$ cat config.mk
export PLATFORM = sky130hd
export DESIGN_NAME = rrsh_div_cell
export DESIGN_NICKNAME = d
export VERILOG_FILES = /design/src/sv/rrsh_div_cell.sv
export SDC_FILE = /design/constraint.sdc
export NUM_CORES = 1
export LEC_CHECK = 0
export BUFFER_PORTS_ARGS = -buffer_cell sky130_fd_sc_hd__buf_2
export CORE_ASPECT_RATIO = 1.5
export CORE_MARGIN = 5
export CORE_UTILIZATION = 45
export CTS_CLUSTER_SIZE = 28
export DETAILED_ROUTE_END_ITERATION = 10
export HOLD_SLACK_MARGIN = 0.12
export PLACE_DENSITY_LB_ADDON = 0.15
export SLEW_MARGIN = 5
export SYNTH_ARGS = -nofsm -noshare
export SYNTH_HDL_FRONTEND = slang
export SYNTH_SLANG_ARGS = --single-unit
$ cat constraint.sdc
create_clock -name clk -period 7 [get_ports clk]
set_input_delay 1.05 -clock clk [delete_from_list [all_inputs] [get_ports clk]]
set_output_delay 1.05 -clock clk [all_outputs]
set_load 0.1 [all_outputs]
$ cat src/sv/rrsh_div_cell.sv
// one restoring division step of the clip bound quotient, one bit per cell
`timescale 1ns / 1ps
`default_nettype none
module rrsh_div_cell #(
    parameter int W = 80
) (
    input  wire logic         clk,
    input  wire logic         en,
    input  wire logic [W:0]   rem_in,
    input  wire logic [W-1:0] den_in,
    input  wire logic [31:0]  q_in,
    output logic [W:0]        rem_out,
    output logic [W-1:0]      den_out,
    output logic [31:0]       q_out
);
    logic [W+1:0] sh;
    logic         ge;
    always_comb
    begin
        sh = {rem_in, 1'b0};
        ge = sh >= {2'b0, den_in};
    end
    always_ff @(posedge clk)
    begin
        if (en)
        begin
            rem_out <= ge ? (W+1)'(sh - {2'b0, den_in}) : (W+1)'(sh);
            den_out <= den_in;
            q_out   <= {q_in[30:0], ge};
        end
    end
endmodule
`default_nettype wire

==> run summary, run 1 <==
Outcome = finished clean
Total track usage = 23.1%
Share of post-route cells with drive strength above 1 = 28.7%
IR drop worst, VDD = 0.000187 V
Most frequent cell after synthesis = edfxtp_1
Cell with the largest stage delay on the worst path = buf_12
Syn nets = 1476
Terminating pin of the worst hold path = q_out[18]
Post-layout util = 55.8%
Share of the synthesized area in the top cell type = 48.1%
Dominant register cell in the synthesized netlist = edfxtp_1
Class of the worst hold path = primary input to flop
Sum of overflow across all layers after global routing = 0
Cell chosen for the clock root = clkbuf_16
Full die area = 30200 um2
Clock transition at the register clock pins on the worst setup and hold paths after CTS = 0.07 ns
Relative slew slack = 39.2%
Share of cell area taken by muxes after synthesis = 1.22%
Startpoint kind of the worst setup timing path = primary input
Worst Path Class, Setup = primary input to flop
Worst Min Path Start = q_in[17]
Internal Pwr Total = 2290 uW
H-tree levels = 4
Largest family of logic cells by synthesized area = compound AO/OA/AOI/OAI gates
PnR worst setup slack = 2.36 ns
Element type at the critical path end = flop
Rows = 73
Required @ worst endpoint = 7.20 ns
Post-synthesis compound-gate area fraction = 19.7%
Vias in the first global route = 10573
Fraction of registers with async set or reset after synthesis = 0%
Detailed-route wire length = 35900 um
Initial DRT Pass Iterations = 5
FF+latch count, synth = 193
Number of vias in the routed layout = 10317
Total core area = 26500 um2
Post_cts resized = 0
Achievable Freq = 216 MHz
Share of the synthesized netlist area taken by xor and xnor gates = 5.31%
Sw power = 1910 uW
Cell depth of the worst min-delay path = 1
Unrepaired setup endpoints after global routing = no
Mean instance size in the synthesized netlist = 10.0 um2
Delay contributed by the slowest stage of the critical path = 0.43 ns
DR vias/cell = 5.37
Arrival time of data at the critical path endpoint = 4.84 ns
Maximum fanout along the worst path = 101
Pwr dens = 284 nW/um2
Postcts setup bufs = 0
Cell area after synthesis = 12000 um2
GP Congestion = 0.858
Sequential fraction of the synthesis area = 48.1%
Sinks on the clock net = 193
Number of distinct standard cells referenced by the synthesized netlist = 77
Initial Utilization = 45.5%
Estimated wirelength of the detail-placed design = 29100 um
Cell leakage power = 0.00660 uW
# setup viols final = 0
Register share of total power = 34.9%
Clock tree from TritonCTS = built
Number of slew-limit violations in the final report = 0
Post-route antenna net violation count = 0
Critical Path, Cell by Cell = buf_2, inv_1, ha_1, nand4_1, nor3_1, nand4_1, a211oi_2, o21ai_1, a21oi_2, a31oi_4, o221ai_4, buf_12, mux2_1
Leading cell types by count after synthesis = edfxtp_1 (193), a21oi_1 (170), nor2_1 (119)
Top-Level Pins = 388
Synth Instances = 1200
IO Port Bufs = 386
Shortest clock period the worst path allows after layout = 4.64 ns
PnR Total Power = 4200 uW
Place WS = 1.88 ns
Wire length of the first global-routing pass = 54100 um
Worst Tran Pin Value = 0.912 ns
Hold bufs inserted after CTS = 0
Largest net degree at the start of global routing = 102
Final Hold Violating Endpoints = 0
Worst path top cell family by delay = compound AO/OA/AOI/OAI gates
Fill cells = 2473
Worst path buffer plus inverter count = 3
Simple-gate share of the synthesized area = 11.9%
Bufs on Longest Clock Path = 2
Combinational cell fraction of total power = 42.9%
Num CTS Buffers = 17
Drt first-iter violations = 552
Dominant cell type by count on the critical path = nand4_1
Wire per inst = 18.7 um
# nets final = 1841
Post-Route Setup TNS = 0 ns
Number of max-cap violations = 0
Number of antenna violations at the first check in global routing = 8
X dimension of the die = 144 um
Clock power frac = 22.2%
Share of the clock period used by the worst path = 66.3%
Ys Warns = 0
Post-Synth Adder-Cell Area = 8.48%
Switching part of the total = 45.4%
Top post-synthesis cells by area = edfxtp_1 (48%), ha_1 (8.3%), a21oi_1 (7.1%)
Worst hold-check slack = 0.765 ns
Crit. path cell count = 13
Number of flops mapped to enable cells by yosys = 193
Cell taking the most area after synthesis = edfxtp_1
Layout-stage area growth over the synthesis result = 22.7%
DRC violations left = 0
Die Y = 210 um
-- stage by stage --
step                instances  instance area [um2]
finish                   1922                14800
floorplan                1200                12000
detailed placement       1883                14200
global placement         1883                14200
global route             1920                14800
CTS                      1915                14800
-- logic make-up (layout without fill, tap and decap cells) --
kind of cell    after synthesis  after routing
mux                          13             13
other cells                   0              7
flops                       193            193
simple gates                313            313
buf+inv                     151            529
xor+xnor                     73             73
compound gates              376            376
fa+ha+maj                    81             81
-- registers in the layout (all words and copies together), names as in the netlist --
register and flops:
rem_out 81, den_out 80, q_out 32
-- placed cells by master (no fill, tap or decap), types with 6 or more instances in the layout --
master,netlist,layout
nand2_1,91,91
nand4_1,22,22
a21boi_0,7,7
o21ai_0,63,63
o21bai_1,20,20
xor2_1,30,30
a21oi_1,170,170
nor4_1,6,6
mux2_1,12,12
nand2b_1,12,12
a31o_2,6,6
a21o_1,36,36
nand3_1,16,16
a31oi_1,11,11
ha_1,80,80
buf_2,17,385
o21a_1,8,8
nor2_1,119,119
inv_1,107,107
clkbuf_16,0,17
diode_2,0,7
nor3_1,14,14
edfxtp_1,193,193
xnor2_1,43,43
-- cell type report --
type | instances | area, um2 | share of cell area [%]
Antenna cell | 7 | 17.5 | 0.118
Clock buffer | 18 | 429 | 2.90
Clock inverter | 14 | 114 | 0.770
Inverter | 107 | 402 | 2.72
Multi-Input combinational cell | 856 | 5620 | 38.0
Sequential cell | 193 | 5800 | 39.2
Tap cell | 337 | 422 | 2.85
Timing Repair Buffer | 390 | 1980 | 13.4
-- routing by layer --
metal	share of wire, %	wire, um	up-vias	track usage [%]
met5	0.097	35	-	0
met2	55	19900	317	44.5
met4	3.6	1290	4	9.84
met3	6.3	2280	77	5.70
li1	-	-	5113	-
met1	35	12400	4806	22.9
-- power by group through the flow --
stage / registers (uW) / logic, uW / clock network [uW]
CTS: 1470 / 1810 / 961
global placement: 1490 / 1800 / 0
global route: 1480 / 1890 / 1010
detailed placement: 1490 / 1800 / 0
finish: 1470 / 1800 / 932
floorplan: 2460 / 484 / 0
-- worst max path at each step --
stage                          start     endpoint  slack (ns)
after global placement    den_in[23]  rem_out[77]        1.95
after CTS                 den_in[23]  rem_out[77]        2.35
after global routing      den_in[20]   rem_out[5]        2.17
after floorplan            rem_in[0]  rem_out[77]        3.21
after detailed placement  den_in[23]  rem_out[77]        1.88
final                     den_in[20]   rem_out[5]        2.36
Power figures use the tool's default switching activity.
==> run 2: changes to the inputs <==
clock period = 4.6 ns   (was 7 ns; I/O delays follow)
==> run 2 against run 1 <==
Effect of this change:
- cell area is 1.2% higher
- global-route usage is 0.29 points higher
- critical path type unchanged
- final cell count is 0.52% higher
- sequential share of layout area is 0.47 points lower
- die area stayed put
- largest power group unchanged
- combinational power is 53% higher
- wire length is 0.74% higher
- largest cell class unchanged
- first-iteration DRC count is 14% lower
- non-clock buffer count is 12 higher
- clock power is 68% higher
==> run summary, run 2 (synthesis results as in run 1) <==
Shortest clock period the worst path allows after layout = 3.77 ns
Worst path top cell family by delay = compound AO/OA/AOI/OAI gates
Combinational cell fraction of total power = 42.0% (-0.9 points)
Clock tree from TritonCTS = built
Num CTS Buffers = 17 (unchanged)
Post_cts resized = 0 (unchanged)
Bufs on Longest Clock Path = 2 (unchanged)
Dominant cell type by count on the critical path = a21oi_1
Wire per inst = 18.7 um (+0.21%)
Worst Path Class, Setup = primary input to flop
# setup viols final = 0 (unchanged)
Post-route antenna net violation count = 0 (unchanged)
Worst Min Path Start = q_in[1]
Final Hold Violating Endpoints = 0 (unchanged)
IO Port Bufs = 386 (unchanged)
Worst Setup SP = rem_in[5]
Sum of overflow across all layers after global routing = 0 (unchanged)
Number of slew-limit violations in the final report = 0 (unchanged)
Die Y = 210 um (unchanged)
Cell area reported after detailed placement = 14300 um2 (+0.81%)
Number of max-cap violations = 0 (unchanged)
Sinks on the clock net = 193 (unchanged)
Post-Route Setup TNS = 0 ns (unchanged)
Outcome = finished clean
Largest net degree at the start of global routing = 94 (-7.8%)
H-tree levels = 4 (unchanged)
Delay contributed by the slowest stage of the critical path = 0.46 ns (+0.03 ns)
# nets final = 1853 (+0.65%)
Maximum fanout along the worst path = 5 (-95%)
Total track usage = 23.4% (+0.29 points)
Number of flip-flops in the largest register = 81 (unchanged)
Share of the clock period used by the worst path = 82.0%
Wire length of the first global-routing pass = 54600 um (+1.0%)
Critical Path, Cell by Cell = buf_2, ha_1, a211oi_1, o21bai_1, a31o_2, o2111ai_1, a21oi_1, or3_1, a41oi_1, o21ai_0, xnor2_1, a21oi_1
Element type at the critical path end = flop
Register share of total power = 34.0% (-0.9 points)
Sw power = 2940 uW (+54%)
Clock transition at the register clock pins on the worst setup and hold paths after CTS = 0.07 ns (about the same)
Fill cells = 2416 (-2.3%)
GP Congestion = 0.856 (-0.24%)
Commonest non-fill, non-tap cell in the layout = buf_2
Rows = 73 (unchanged)
Clock power frac = 24.0% (+1.8 points)
Detailed-route wire length = 36200 um (+0.74%)
Switching part of the total = 44.8% (-0.56 points)
Worst Tran Pin Value = 0.782 ns (-0.130 ns)
Largest regs = rem_out x81, den_out x80, q_out x32
Postcts setup bufs = 0 (unchanged)
Pwr dens = 439 nW/um2 (+54%)
Final cell count without fillers = 1932 (+0.52%)
IR drop worst, VDD = 0.000300 V (+61%)
Commonest non-fill, non-tap cells in the layout = buf_2 (385), edfxtp_1 (193), a21oi_1 (170)
Arrival time of data at the critical path endpoint = 3.97 ns (-0.87 ns)
Initial Utilization = 45.5% (unchanged)
Cell leakage power = 0.00669 uW (+1.4%)
X dimension of the die = 144 um (unchanged)
Number of vias in the routed layout = 10286 (-0.30%)
Cell chosen for the clock root = clkbuf_16
Worst path buffer plus inverter count = 1 (-2)
Initial DRT Pass Iterations = 5 (unchanged)
DR vias/cell = 5.32 (-0.82%)
Total core area = 26500 um2 (unchanged)
Number of antenna violations at the first check in global routing = 8 (unchanged)
Class of the worst hold path = primary input to flop
DRC violations left = 0 (unchanged)
Required @ worst endpoint = 4.80 ns (-2.40 ns)
Share of post-route cells with drive strength above 1 = 29.4% (+0.66 points)
Hold bufs inserted after CTS = 0 (unchanged)
Internal Pwr Total = 3620 uW (+58%)
Drt first-iter violations = 477 (-14%)
Estimated wirelength of the detail-placed design = 29700 um (+1.8%)
Inst Count DP = 1895 (+0.64%)
Achievable Freq = 265 MHz
Startpoint kind of the worst setup timing path = primary input
Vias in the first global route = 10695 (+1.2%)
Top-Level Pins = 388 (unchanged)
Layout-stage area growth over the synthesis result = 24.2%
Full die area = 30200 um2 (unchanged)
Unrepaired setup endpoints after global routing = no
Register bank with the most flops = rem_out
Cell with the largest stage delay on the worst path = or3_1
Relative slew slack = 47.8% (+8.6 points)
Final design area excluding fillers = 15000 um2 (+1.2%)
run 2: cell types whose count changed in the layout (fill, tap and decap cells not counted), sizes merged:
cell	delta
clkinvlp	+1
clkinv	-3
bufinv	+2
diode	-2
buf	+12
inv	+1
clkbuf	-1
run 2: metrics by stage:
step / hold WS [ns] / util, % / worst slack [ns] / power (uW)
CTS: 0.380 / 56.4 / 0.830 / 6610
global route: 0.385 / 56.5 / 0.533 / 6830
finish: 0.404 / 56.5 / 0.828 / 6560
global placement: 0.866 / 54.1 / 0.405 / 5010
floorplan: 0.789 / - / 1.17 / 4490
detailed placement: 0.868 / 54.1 / 0.351 / 5030
run 2: path summary, 6_finish.rpt:
check,to,slack (ns),cells after the start
max,rem_out[75],0.83,12
min,q_out[2],0.40,1
run 2: layout make-up:
cell class / instances / area (um2) / area share, %
timing repair buffer: 402 / 2100 / 14.0
clock buffer: 17 / 425 / 2.84
tap: 337 / 422 / 2.82
sequential: 193 / 5800 / 38.7
clock inverter: 15 / 186 / 1.25
multi-input combinational: 856 / 5620 / 37.6
inverter: 107 / 402 / 2.68
antenna: 5 / 12.5 / 0.0836
run 2: routing by layer:
layer	track usage, %	vias to the layer above	share of wire (%)
li1	-	5120	-
met1	23.0	4777	34
met2	45.5	324	56
met3	5.63	61	6.5
met4	9.58	4	3.4
met5	0	-	0.094
run 2: power by group through the flow:
stage               registers, uW  logic, uW  clock network [uW]
global placement             2270       2750                   0
CTS                          2240       2770                1610
detailed placement           2270       2760                   0
global route                 2250       2890                1690
floorplan                    3750        737                   0
finish                       2230       2760                1570
==> run 3: changes to the inputs <==
ABC_AREA = 1   (was unset)
clock period = 3.4 ns   (was 4.6 ns; I/O delays follow)
==> run 3 against run 2 <==
Effect of this change:
- global-route usage rose by 6.3 points
- wire length rose by 51%
- final cell count increased by 54%
- sequential power increased by 35%
- first-iteration DRC count rose by 79%
- synthesized cell count increased by 78%
- combinational power is 48% higher
- cell area increased by 19%
- critical endpoint is now rem_out[79]
- largest cell class is now multi-input gates
- area after synthesis is 21% higher
==> run summary, run 3 <==
Outcome = finished clean
Arrival time of data at the critical path endpoint = 2.99 ns (-0.98 ns)
Number of flops mapped to enable cells by yosys = 193 (unchanged)
Drt first-iter violations = 854 (+79%)
# nets final = 2835 (+53%)
Post-Route Setup TNS = 0 ns (unchanged)
Largest regs = rem_out x81, den_out x80, q_out x32
Number of max-cap violations = 0 (unchanged)
Sinks on the clock net = 193 (unchanged)
Internal Pwr Total = 4800 uW (+32%)
Leading cell types by count after synthesis = nand2_1 (887), inv_1 (450), edfxtp_1 (193)
Worst Path Class, Setup = primary input to flop
Cell area after synthesis = 14600 um2 (+21%)
Unrepaired setup endpoints after global routing = no
Clock power frac = 22.6% (-1.4 points)
Shortest clock period the worst path allows after layout = 2.76 ns
Clock tree from TritonCTS = built
Initial DRT Pass Iterations = 5 (unchanged)
Most frequent cell after synthesis = nand2_1
Post_cts resized = 0 (unchanged)
Top-Level Pins = 388 (unchanged)
Ys Warns = 0 (unchanged)
Detailed-route wire length = 54600 um (+51%)
IO Port Bufs = 386 (unchanged)
Bufs on Longest Clock Path = 2 (unchanged)
Share of the synthesized area in the top cell type = 39.7% (-8.5 points)
Sum of overflow across all layers after global routing = 0 (unchanged)
Final Hold Violating Endpoints = 0 (unchanged)
Share of the clock period used by the worst path = 81.2%
Total track usage = 29.7% (+6.3 points)
Total core area = 31900 um2 (+21%)
Required @ worst endpoint = 3.63 ns (-1.17 ns)
Commonest non-fill, non-tap cell in the layout = nand2_1
Commonest non-fill, non-tap cells in the layout = nand2_1 (887), inv_1 (450), buf_2 (385)
Num CTS Buffers = 17 (unchanged)
Critical Path, Cell by Cell = buf_2, inv_1, ha_1, nand2_1, nor2_1, nand3_1, nand2_1, nand2_1, nand2_1, nand2_1, nand3_1, nand2_1, nand2_1, nand2_1, nand3_1, nand2_1
Inst Count DP = 2950 (+56%)
Hold bufs inserted after CTS = 0 (unchanged)
IR drop worst, VDD = 0.000352 V (+17%)
Share of post-route cells with drive strength above 1 = 18.7% (-11 points)
Clock transition at the register clock pins on the worst setup and hold paths after CTS = 0.08 ns (about the same)
Largest family of logic cells by synthesized area = simple AND/OR/NAND/NOR gates
Mean instance size in the synthesized netlist = 6.84 um2 (-32%)
H-tree levels = 4 (unchanged)
Postcts setup bufs = 0 (unchanged)
Cell chosen for the clock root = clkbuf_16
N_diodes = 0 (-5)
Place WS = 0.272 ns (-0.0789 ns)
Class of the worst hold path = primary input to flop
Element type at the critical path end = flop
Number of vias in the routed layout = 14583 (+42%)
Share of the synthesized netlist area taken by xor and xnor gates = 2.76% (-2.6 points)
Cell taking the most area after synthesis = edfxtp_1
Delay contributed by the slowest stage of the critical path = 0.36 ns (-0.10 ns)
FF+latch count, synth = 193 (unchanged)
Relative slew slack = 49.5% (+1.7 points)
Wire length of the first global-routing pass = 81000 um (+48%)
PnR Total Power = 9160 uW (+39%)
Top post-synthesis cells by area = edfxtp_1 (40%), nand2_1 (23%), inv_1 (12%)
Largest net degree at the start of global routing = 77 (-18%)
Rows = 80 (+9.6%)
Achievable Freq = 362 MHz
Pwr dens = 514 nW/um2 (+17%)
Post-Synth Adder-Cell Area = 6.99% (-1.5 points)
Combinational cell fraction of total power = 44.5% (+2.5 points)
Register bank with the most flops = rem_out
Number of antenna violations at the first check in global routing = 1 (-7)
Dominant register cell in the synthesized netlist = edfxtp_1
Worst Tran Pin Value = 0.749 ns (-0.0329 ns)
Cell leakage power = 0.00986 uW (+47%)
Post-synthesis compound-gate area fraction = 4.48% (-15 points)
Vias in the first global route = 14518 (+36%)
DRC violations left = 0 (unchanged)
Estimated wirelength of the detail-placed design = 46900 um (+58%)
Wire per inst = 18.3 um (-2.3%)
Number of flip-flops in the largest register = 81 (unchanged)
# setup viols final = 0 (unchanged)
Simple-gate share of the synthesized area = 33.2% (+21 points)
Post-layout util = 55.8% (-0.67 points)
Cell with the largest stage delay on the worst path = ha_1
Layout-stage area growth over the synthesis result = 22.0%
Final cell count without fillers = 2982 (+54%)
GP Congestion = 0.976 (+14%)
Synth Instances = 2137 (+78%)
Number of slew-limit violations in the final report = 0 (unchanged)
Maximum fanout along the worst path = 5 (unchanged)
Number of distinct standard cells referenced by the synthesized netlist = 29 (-62%)
Share of cell area taken by muxes after synthesis = 0% (-1.2 points)
DR vias/cell = 4.89 (-8.1%)
Switching part of the total = 47.6% (+2.8 points)
Register share of total power = 32.9% (-1.1 points)
Startpoint kind of the worst setup timing path = primary input
Sequential fraction of the synthesis area = 39.7% (-8.5 points)
Syn nets = 2413 (+63%)
Initial Utilization = 45.8% (+0.29 points)
Die Y = 231 um (+9.7%)
Full die area = 36200 um2 (+20%)
Fraction of registers with async set or reset after synthesis = 0% (unchanged)
Dominant cell type by count on the critical path = nand2_1
X dimension of the die = 157 um (+9.4%)
PnR worst setup slack = 0.638 ns (-0.190 ns)
Post-route antenna net violation count = 0 (unchanged)
Sw power = 4360 uW (+48%)
Cell depth of the worst min-delay path = 1 (unchanged)
-- run 3: layout make-up --
type                       instances  area, um2
tap                              410        513
multi-input combinational       1466       6930
sequential                       193       5800
clock buffer                      17        425
timing repair buffer             419       2250
fill                            3160      14100
inverter                         462       1740
clock inverter                    15        174
-- run 3: worst max-delay path: cells and delay by family --
family                   cells  cell delay, ns
buffers and inverters        2            0.13
AND/OR/NAND/NOR             13            1.97
adder cells (fa/ha/maj)      1            0.36
-- run 3: worst paths after layout --
check  slack, ns     endpoint  startpoint
max         0.64  rem_out[79]   den_in[3]
min         0.22    q_out[29]    q_in[28]
-- run 3: kinds of logic (layout without fill, tap and decap cells) --
| logic type | after synthesis | in the layout |
|---|---|---|
| AOI/OAI and AO/OA | 123 | 123 |
| xor gates and xnor gates | 46 | 46 |
| adders and majority gates | 81 | 81 |
| buffers and inverters | 478 | 913 |
| DFF | 193 | 193 |
| and+or+nand+nor | 1216 | 1216 |
-- run 3: metrics by stage --
stage	hold slack, ns	instance area (um2)
after floorplan	0.609	14600
final	0.220	17800
after global routing	0.201	17800
after CTS	0.200	17800
after global placement	0.687	17200
after detailed placement	0.688	17200
-- run 3: layer usage --
metal / part of all wire [%] / global-route usage (%) / vias to the layer above / routed length, um
li1: - / - / 7394 / -
met1: 35 / 30.6 / 6580 / 19100
met2: 54 / 58.0 / 497 / 29700
met3: 5.4 / 3.93 / 110 / 2960
met4: 5.0 / 13.4 / 2 / 2740
met5: 0.035 / 0 / - / 19
-- run 3: power by group through the flow --
stage | combinational (uW) | clock, uW | sequential, uW
3_5_place_dp | 4080 | 0 | 3070
4_1_cts | 4090 | 2090 | 3020
5_1_grt | 4310 | 2210 | 3040
2_1_floorplan | 1140 | 0 | 5020
6_report | 4080 | 2060 | 3010
3_3_place_gp | 4050 | 0 | 3060
